--- config.mk ---
export PLATFORM = sky130hd
export DESIGN_NAME = user_capability_table_unit
export DESIGN_NICKNAME = d
export VERILOG_FILES = /design/src/hw/rtl/ucap_pkg.sv /design/src/hw/rtl/user_capability_table_unit.sv /design/src/hw/rtl/ucap_table.sv /design/src/hw/rtl/ucap_search.sv
export VERILOG_INCLUDE_DIRS = /design/src /design/src/hw/rtl
export SDC_FILE = /design/constraint.sdc
export NUM_CORES = 1
export LEC_CHECK = 0
export ABC_AREA = 0
export BUFFER_PORTS_ARGS = -buffer_cell sky130_fd_sc_hd__buf_2
export CAP_MARGIN = 40
export CORE_ASPECT_RATIO = 2
export CORE_UTILIZATION = 65
export DETAILED_ROUTE_END_ITERATION = 10
export MAX_ROUTING_LAYER = met4
export PLACE_DENSITY = 0.83
export SYNTH_ARGS = -nofsm -noshare
export SYNTH_HDL_FRONTEND = slang
export SYNTH_SLANG_ARGS = --single-unit
--- constraint.sdc ---
create_clock -name i_clk -period 11.1 [get_ports i_clk]
set_input_delay 1.665 -clock i_clk [delete_from_list [all_inputs] [get_ports i_clk]]
set_output_delay 1.665 -clock i_clk [all_outputs]
set_load 0.1 [all_outputs]
--- src/hw/rtl/assert_macros.svh ---
// Assertion helpers shared by the RTL. Both forms take a label, a clock,
// an active-low reset, an antecedent and a consequent.
`ifndef ASSERT_MACROS_SVH
`define ASSERT_MACROS_SVH

`ifndef SYNTHESIS

// Consequent must hold in the same cycle as the antecedent.
`define ASSERT_IMPLY(label, clk, rst_n, ante, cons) \
    label: assert property (@(posedge clk) disable iff (!(rst_n)) (ante) |-> (cons)) \
        else $error("assertion failed");

// Consequent must hold in the cycle after the antecedent.
`define ASSERT_NEXT(label, clk, rst_n, ante, cons) \
    label: assert property (@(posedge clk) disable iff (!(rst_n)) (ante) |=> (cons)) \
        else $error("assertion failed");

`else

`define ASSERT_IMPLY(label, clk, rst_n, ante, cons)
`define ASSERT_NEXT(label, clk, rst_n, ante, cons)

`endif

`endif

--- src/hw/rtl/ucap_pkg.sv ---
`timescale 1ns / 1ps

package ucap_pkg;

    localparam int ENTRIES = 16;
    localparam int IDX_W   = (ENTRIES > 1) ? $clog2(ENTRIES) : 1;
    localparam int ID_W    = 16;
    localparam int CAPS_W  = 32;

    localparam logic KIND_CREATE = 1'b0;
    localparam logic KIND_QUERY  = 1'b1;

    localparam logic [ID_W-1:0]   ROOT_ID   = '0;
    localparam logic [CAPS_W-1:0] ROOT_CAPS = '1;

    typedef struct packed {
        logic              valid;
        logic [ID_W-1:0]   user_id;
        logic [CAPS_W-1:0] caps;
    } t_entry;

    typedef struct packed {
        logic              en;
        logic [IDX_W-1:0]  idx;
        logic [ID_W-1:0]   user_id;
        logic [CAPS_W-1:0] caps;
    } t_write;

    typedef struct packed {
        logic              hit;
        logic [CAPS_W-1:0] caps;
        logic              has_free;
        logic [IDX_W-1:0]  free_idx;
    } t_search;

endpackage

--- src/hw/rtl/user_capability_table_unit.sv ---
`timescale 1ns / 1ps
// A request is taken into the request registers and looked up in the table; its
// result, marked by o_done, is then taken into the result registers.
// Throughput: one request per cycle; busy stays low, as the table search
// and update finish within the single stage between the request and result
// registers. The receiver cannot stall the result.
// Reset (synchronous, active low) leaves only the root entry valid at once.

`include "assert_macros.svh"

module user_capability_table_unit (
    input  logic                          i_clk,
    input  logic                          i_rst_n,
    input  logic                          start,
    output logic                          busy,
    input  logic                          i_kind,
    input  logic [ucap_pkg::ID_W-1:0]     i_user_id,
    input  logic [ucap_pkg::CAPS_W-1:0]   i_grant_mask,
    input  logic [ucap_pkg::CAPS_W-1:0]   i_required_mask,
    output logic                          o_done,
    output logic                          o_success,
    output logic [ucap_pkg::CAPS_W-1:0]   o_granted_caps,
    output logic                          o_covers_required
);

    logic                          r_req_vld;
    logic                          r_req_kind;
    logic [ucap_pkg::ID_W-1:0]     r_req_id;
    logic [ucap_pkg::CAPS_W-1:0]   r_req_grant;
    logic [ucap_pkg::CAPS_W-1:0]   r_req_required;

    logic                          r_done;
    logic                          r_res_query;
    logic                          r_success;
    logic [ucap_pkg::CAPS_W-1:0]   r_caps;
    logic                          r_covers;

    logic                          n_success;
    logic [ucap_pkg::CAPS_W-1:0]   n_caps;
    logic                          n_covers;

    ucap_pkg::t_entry              tbl [ucap_pkg::ENTRIES];
    ucap_pkg::t_search             srch;
    ucap_pkg::t_write              wr;
    logic [ucap_pkg::ENTRIES-1:0]  valid_vec;
    logic                          accept;

    assign busy   = 1'b0;
    assign accept = start && !busy;

    always_ff @(posedge i_clk) begin
        if (!i_rst_n) begin
            r_req_vld <= 1'b0;
        end else begin
            r_req_vld <= accept;
        end
    end

    always_ff @(posedge i_clk) begin
        if (accept) begin
            r_req_kind     <= i_kind;
            r_req_id       <= i_user_id;
            r_req_grant    <= i_grant_mask;
            r_req_required <= i_required_mask;
        end
    end

    ucap_table u_table (
        .i_clk   (i_clk),
        .i_rst_n (i_rst_n),
        .i_wr    (wr),
        .o_tbl   (tbl)
    );

    ucap_search u_search (
        .i_tbl     (tbl),
        .i_user_id (r_req_id),
        .o_srch    (srch)
    );

    always_comb begin
        wr.en      = r_req_vld && (r_req_kind == ucap_pkg::KIND_CREATE)
                     && !srch.hit && srch.has_free;
        wr.idx     = srch.free_idx;
        wr.user_id = r_req_id;
        wr.caps    = r_req_grant;
    end

    always_comb begin
        n_success = 1'b0;
        n_caps    = '0;
        n_covers  = 1'b0;
        unique case (r_req_kind)
            ucap_pkg::KIND_CREATE: begin
                n_success = !srch.hit && srch.has_free;
            end
            ucap_pkg::KIND_QUERY: begin
                n_success = srch.hit;
                n_caps    = srch.caps;
                n_covers  = ((srch.caps & r_req_required) == r_req_required);
            end
            default: begin
                n_success = 1'b0;
            end
        endcase
    end

    always_ff @(posedge i_clk) begin
        if (!i_rst_n) begin
            r_done <= 1'b0;
        end else begin
            r_done <= r_req_vld;
        end
    end

    always_ff @(posedge i_clk) begin
        if (r_req_vld) begin
            r_res_query <= (r_req_kind == ucap_pkg::KIND_QUERY);
            r_success   <= n_success;
            r_caps      <= n_caps;
            r_covers    <= n_covers;
        end
    end

    assign o_done            = r_done;
    assign o_success         = r_success;
    assign o_granted_caps    = r_caps;
    assign o_covers_required = r_covers;

    for (genvar g = 0; g < ucap_pkg::ENTRIES; g++) begin : g_valid
        assign valid_vec[g] = tbl[g].valid;
    end

    // The root entry can never be freed or overwritten.
    `ASSERT_IMPLY(a_root_kept, i_clk, i_rst_n, 1'b1, valid_vec[0])

    // A stored create fills exactly one previously free slot.
    `ASSERT_NEXT(a_create_fills_one, i_clk, i_rst_n, wr.en, $countones(valid_vec) == $countones($past(valid_vec)) + 1)

    // Create results never report capabilities.
    `ASSERT_IMPLY(a_create_no_caps, i_clk, i_rst_n, o_done && !r_res_query, (o_granted_caps == '0) && !o_covers_required)

    // A query that finds no entry reports an empty mask.
    `ASSERT_IMPLY(a_miss_no_caps, i_clk, i_rst_n, o_done && r_res_query && !o_success, o_granted_caps == '0)

endmodule

--- src/hw/rtl/ucap_table.sv ---
`timescale 1ns / 1ps

module ucap_table (
    input  logic             i_clk,
    input  logic             i_rst_n,
    input  ucap_pkg::t_write i_wr,
    output ucap_pkg::t_entry o_tbl [ucap_pkg::ENTRIES]
);

    ucap_pkg::t_entry r_tbl [ucap_pkg::ENTRIES];

    // Entry zero holds the root user after reset; the other entries only
    // need their valid bit cleared.
    for (genvar g = 0; g < ucap_pkg::ENTRIES; g++) begin : g_entry
        always_ff @(posedge i_clk) begin
            if (!i_rst_n) begin
                r_tbl[g].valid <= (g == 0);
                if (g == 0) begin
                    r_tbl[g].user_id <= ucap_pkg::ROOT_ID;
                    r_tbl[g].caps    <= ucap_pkg::ROOT_CAPS;
                end
            end else if (i_wr.en && (i_wr.idx == ucap_pkg::IDX_W'(g))) begin
                r_tbl[g].valid   <= 1'b1;
                r_tbl[g].user_id <= i_wr.user_id;
                r_tbl[g].caps    <= i_wr.caps;
            end
        end
        assign o_tbl[g] = r_tbl[g];
    end

endmodule

--- src/hw/rtl/ucap_search.sv ---
`timescale 1ns / 1ps

module ucap_search (
    input  ucap_pkg::t_entry            i_tbl [ucap_pkg::ENTRIES],
    input  logic [ucap_pkg::ID_W-1:0]   i_user_id,
    output ucap_pkg::t_search           o_srch
);

    always_comb begin
        o_srch = '0;
        // Valid ids are unique, so at most one entry matches and the
        // stored masks can simply be ORed together.
        for (int i = 0; i < ucap_pkg::ENTRIES; i++) begin
            if (i_tbl[i].valid && (i_tbl[i].user_id == i_user_id)) begin
                o_srch.hit  = 1'b1;
                o_srch.caps = o_srch.caps | i_tbl[i].caps;
            end
        end
        // Scan downwards so that the lowest free slot wins.
        for (int i = ucap_pkg::ENTRIES - 1; i >= 0; i--) begin
            if (!i_tbl[i].valid) begin
                o_srch.has_free = 1'b1;
                o_srch.free_idx = ucap_pkg::IDX_W'(i);
            end
        end
    end

endmodule

# Word-level counts from Yosys, hierarchy flattened

Memories as Yosys holds them, arrays and structs flattened.
Cells that the tools add are included.

Bitwise gates (word level): 35
Reduce and logical (&&, ||, !) cells: 38
Equal/unequal tests: 32
Muxes and demuxes: 100

Operator list:

| cell                                                             | number |
|---|---|
| 33-bit two-way mux                                               | 16 |
| 32-bit bitwise OR                                                | 15 |
| 16-bit == test                                                   | 16 |
| 5-bit two-way mux                                                | 16 |
| 1-bit two-way mux                                                | 65 |
| 1-bit logical AND                                                | 36 |
| 32-bit bitwise AND                                               | 1 |
| 32-bit == test                                                   | 1 |
| 4-bit == test (second input constant)                            | 8 |
| 32-bit two-way mux                                               | 1 |
| 1-bit bitwise OR                                                 | 18 |
| 4-bit by 3-bit == test with 1-bit output (second input constant) | 4 |
| 16-bit two-way mux                                               | 1 |
| 4-bit by 2-bit == test with 1-bit output (second input constant) | 2 |
| 4-bit by 1-bit == test with 1-bit output (second input constant) | 1 |
| 4-bit zero test                                                  | 1 |
| 1-bit case mux with 2 select lines                               | 1 |
| 1-bit zero test                                                  | 1 |
| 1-bit NOT                                                        | 1 |

Memories: 1
Bits of input ports: 84
Logic and storage cells: 215
Output and inout port bits: 36
Bits in registers: 117
Memory bits (writable): 784

Memory list:

| name          | depth | bits a word | rd ports | clocked after memory_dff | wr ports | line             | text |
|---|---|---|---|---|---|---|---|
| u_table.r_tbl | 16    | 49          | 16       | 0                        | 16       | ucap_table.sv:10 | `ucap_pkg::t_entry r_tbl [ucap_pkg::ENTRIES];` |

# Depth between registers and ports, before layout

An unclocked memory read counts as a cell.

Depth after elaboration: 42
Gate-level depth with buffers: 14
Depth with buffers taken out: 10

# Cells and area by module

Synthesis repeated with hierarchy kept, for this count alone.

Cell total of the unflattened synthesis: 2547
Area, all modules: 37019.3 um2

Modules (own cells, without submodules):

| module                     | cells an instance | seq. area each (um2) | area an instance (um2) | times used |
|---|---|---|---|---|
| ucap_table                 | 898               | 23502.5              | 24202.0                | 1 |
| ucap_search                | 1438              | 0.0                  | 8784.7                 | 1 |
| user_capability_table_unit | 211               | 3493.4               | 4032.6                 | 1 |

# Worst setup path after synthesis

OpenSTA, ideal clock, no wires.

Kind: register -> register
Start: register r_req_id[5] (netlist bit)
End: memory u_table.r_tbl[1][342] (netlist bit) (data pin)
Clock period less this slack: 5.469 ns
Stages on the path, launching flop included: 13
Path buffers: 4
Slack: 5.631 ns
Data required time: 10.491 ns
Data arrival time: 4.860 ns
Path through: edfxtp_1 > buf_2 > buf_2 > xor2_1 > nor3_1 > and3_1 > buf_4 > buf_4 > nor4_1 > nand4_1 > nor4_1 > nand3b_1 > nor2_1

RTL lines:

| what                   | line                             | text |
|---|---|---|
| start, declared        | user_capability_table_unit.sv:28 | `logic [ucap_pkg::ID_W-1:0] r_req_id;` |
| start signal, assigned | user_capability_table_unit.sv:62 | `r_req_id <= i_user_id;` |
| end, declared          | ucap_table.sv:10                 |  |

==> reports/metrics.cfg <==
[logic_synthesis]
synth_edf_count = 897
synthArstFlopShare = 0
yosysWarnings = 0
avgSynthCellArea_sq_um = 17.0
synth-seq-cells = 900
synth_area_sq_mm = 0.0348
netlist_instances = 2049
seq_area_frac_synth = 0.777
synth.distinct_cells = 56
postSynth.topFlopCell = edfxtp_1

[timing]
fin_crit_sh = 0.481
rsz0062_at_grt = false
hold_viol_final = 0
worstMarginPinSlew_ns = 0.979
setup_viol = 0
slew_violations = 0
max-slew-margin-rel = 0.341
setup_tns_ns = 0
fin_skew_ns = 0.0274
clock.fmax_mhz = 187
fin_crit_ns = 5.34

[grt]
grt_pass1_wl_mm = 141
grtUsageMet3 = 0.0657
antenna_found_initial = 0
grt.total_usage = 0.384
grt_overflow = 0
grt_busiest_layer = met2
met2_usage = 0.620
grt_max_degree = 55
grt_pass1_vias = 21600
grtUsageMet1 = 0.430

[critical_path]
crit_path_max_fanout = 32
start_kind = register
end_kind = register
path_class = register to register
cp_data_required_time_ns = 11.36
cp.arrival_ns = 5.60

[cts]
numClockSinks = 900
clk_latency_ns = 0.64
clock-root-buffer = clkbuf_16
ctsHoldBuffers = 0
cts.clk_slew.worst_paths_ns = 0.07
cts_tree = built
cts_repair_resize_count = 0
numCtsBuffers = 74
htree_levels = 3
post-cts-setup-buffers = 0
clockBufferDepth = 3

[floorplanning]
start_util = 0.660
die-area_sq_mm = 0.0545
core_area_sq_mm = 0.0527
num_rows = 119
io_pins = 120
die_h_microns = 329
fp.dieW_microns = 166

[detailed_routing]
routed_wl_mm = 98.8
drtAntennaViolNets = 0
drt_iter0_drc = 3020
avgViaCountPerCell = 7.18
drt_pass1_iterations = 10
routedWlPerCell_microns = 32.9
via_count = 21500
drc = 4

[power]
ir_drop_mv = 0.203
p_leak_uw = 0.0126
power_density_mw_per_mm2 = 176

[run_status]
status = finished with violations
violations = design-rule violations

[flow_run]
drv_cap = 0

[placed_design]
dpl.cell_count = 2861
port_buffers = 118
place_hpwl_mm = 59.8
gp_congestion = 0.942

[final_layout]
stdcell_count = 2999
areaGrowthSynthToFinish_pct = 13.0
num_antenna_cells = 0
drive_above_1_share = 0.164
fin_nets = 2356

[min_path]
hp-class = register to register

## layer usage
metal	up-vias	wire, microns
met4	0	8120
met5	-	0
li1	8626	-
met2	1865	50100
met1	10500	30200
met3	552	10400
## worst paths after layout
path	cells past startpoint	end	startpoint	slack (ns)
min reg2reg	1	u_table.r_tbl[1][48]$_SDFF_PP1_	u_table.r_tbl[1][48]$_SDFF_PP1_	0.56
min	1	u_table.r_tbl[1][48]$_SDFF_PP1_	u_table.r_tbl[1][48]$_SDFF_PP1_	0.56
max	13	u_table.r_tbl[1][251]$_DFFE_PP_	r_req_id[7]$_DFFE_PP_	5.76
max reg2reg	13	u_table.r_tbl[1][251]$_DFFE_PP_	r_req_id[7]$_DFFE_PP_	5.76
## area by class of cell
| type | instances | area [sq um] |
|---|---|---|
| clock inverters | 56 | 607 |
| flip-flops and latches | 900 | 27000 |
| inverters | 38 | 143 |
| multi-input cells | 1049 | 7490 |
| well taps | 665 | 832 |
| repair buffers | 209 | 1310 |
| fillers | 2986 | 13400 |
| clock buffers | 82 | 1920 |
## flip-flops by register name, summed over array words and instances, names as in the netlist
signal,cells
o_covers_required,1
o_done,1
o_granted_caps,32
o_success,1
r_req_grant,32
r_req_id,16
r_req_kind,1
r_req_required,32
r_req_vld,1
u_table.r_tbl,783
## worst max-delay path, cell delays in order, from the launching register on
cell,delay (ns)
edfxtp_1,0.33
buf_4,0.39
inv_1,0.15
o2111ai_1,0.35
nor4_2,0.12
buf_4,0.22
and2_1,0.17
buf_4,0.23
nor4_1,0.44
nand4_1,0.19
nor4_1,0.45
nand3b_1,0.45
nor2_4,0.84
buf_4,0.57
## where the power goes
part | switching (uW) | internal [uW]
registers | 61.9 | 3810
clock network | 1210 | 1520
logic | 219 | 80.2
total | 1490 | 5420
## synth_stat cells (all sizes together), types with 2 or more instances
library cell	instances	area [sq um]
nor2b	5	31.3
o211ai	2	15.0
a22oi	74	556
inv	37	139
a32oi	9	78.8
a2111oi	4	72.6
nand2b	13	81.3
nand2	35	131
a221oi	43	389
o2111ai	2	17.5
o221ai	2	17.5
nor3	23	120
a211oi	7	57.6
clkbuf	40	150
and4	8	72.6
conb	2	7.51
and3	13	86.3
a2111o	4	45.0
o22ai	9	56.3
o21a	2	15.0
a21boi	3	22.5
nor4	34	275
a31oi	3	18.8
a21oi	4	20.0
o21ai	26	130
nand4	224	1400
a32o	9	90.1
xnor2	180	1580
nor2	47	176
nand3	86	430
a221o	3	30.0
dfxtp	3	60.1
a22o	49	429
o2bb2ai	5	43.8
and2	23	144
edfxtp	897	26900
buf	69	410
xor2	43	377
## layout by cell type, fill, tap and decap left out, drive strengths merged, types with 23 or more instances in the layout
master	instances
conb	49
nor4	34
clkinv	37
nand3	86
nand2	35
buf	205
a22o	49
o21ai	26
a221oi	43
and2	23
nor3	23
xnor2	180
clkbuf	82
edfxtp	897
xor2	43
a22oi	74
nand4	224
inv	43
nor2	47
## stage by stage
step           utilization  power [uW]  hold WS, ns  area (sq um)  setup WS (ns)
4_1_cts              0.746        6910        0.558         39300           5.84
2_1_floorplan            -        4110        0.492         34900           5.63
3_3_place_gp         0.696        4230        0.548         36700           5.85
5_1_grt              0.746        7050        0.584         39300           5.60
3_5_place_dp         0.698        4240        0.543         36800           5.84
6_report             0.746        6910        0.561         39300           5.76
## cell families after synthesis
| group | after synthesis | share of synthesized area |
|---|---|---|
| other | 2 | 0.000216 |
| and+or+nand+nor | 515 | 0.0858 |
| xor gates and xnor gates | 223 | 0.0562 |
| AOI/OAI and AO/OA | 261 | 0.0608 |
| DFF | 900 | 0.777 |
| buffers and inverters | 147 | 0.0202 |
| muxes | 1 | 0.000288 |
No activity file was read; power rests on OpenSTA's default activity.
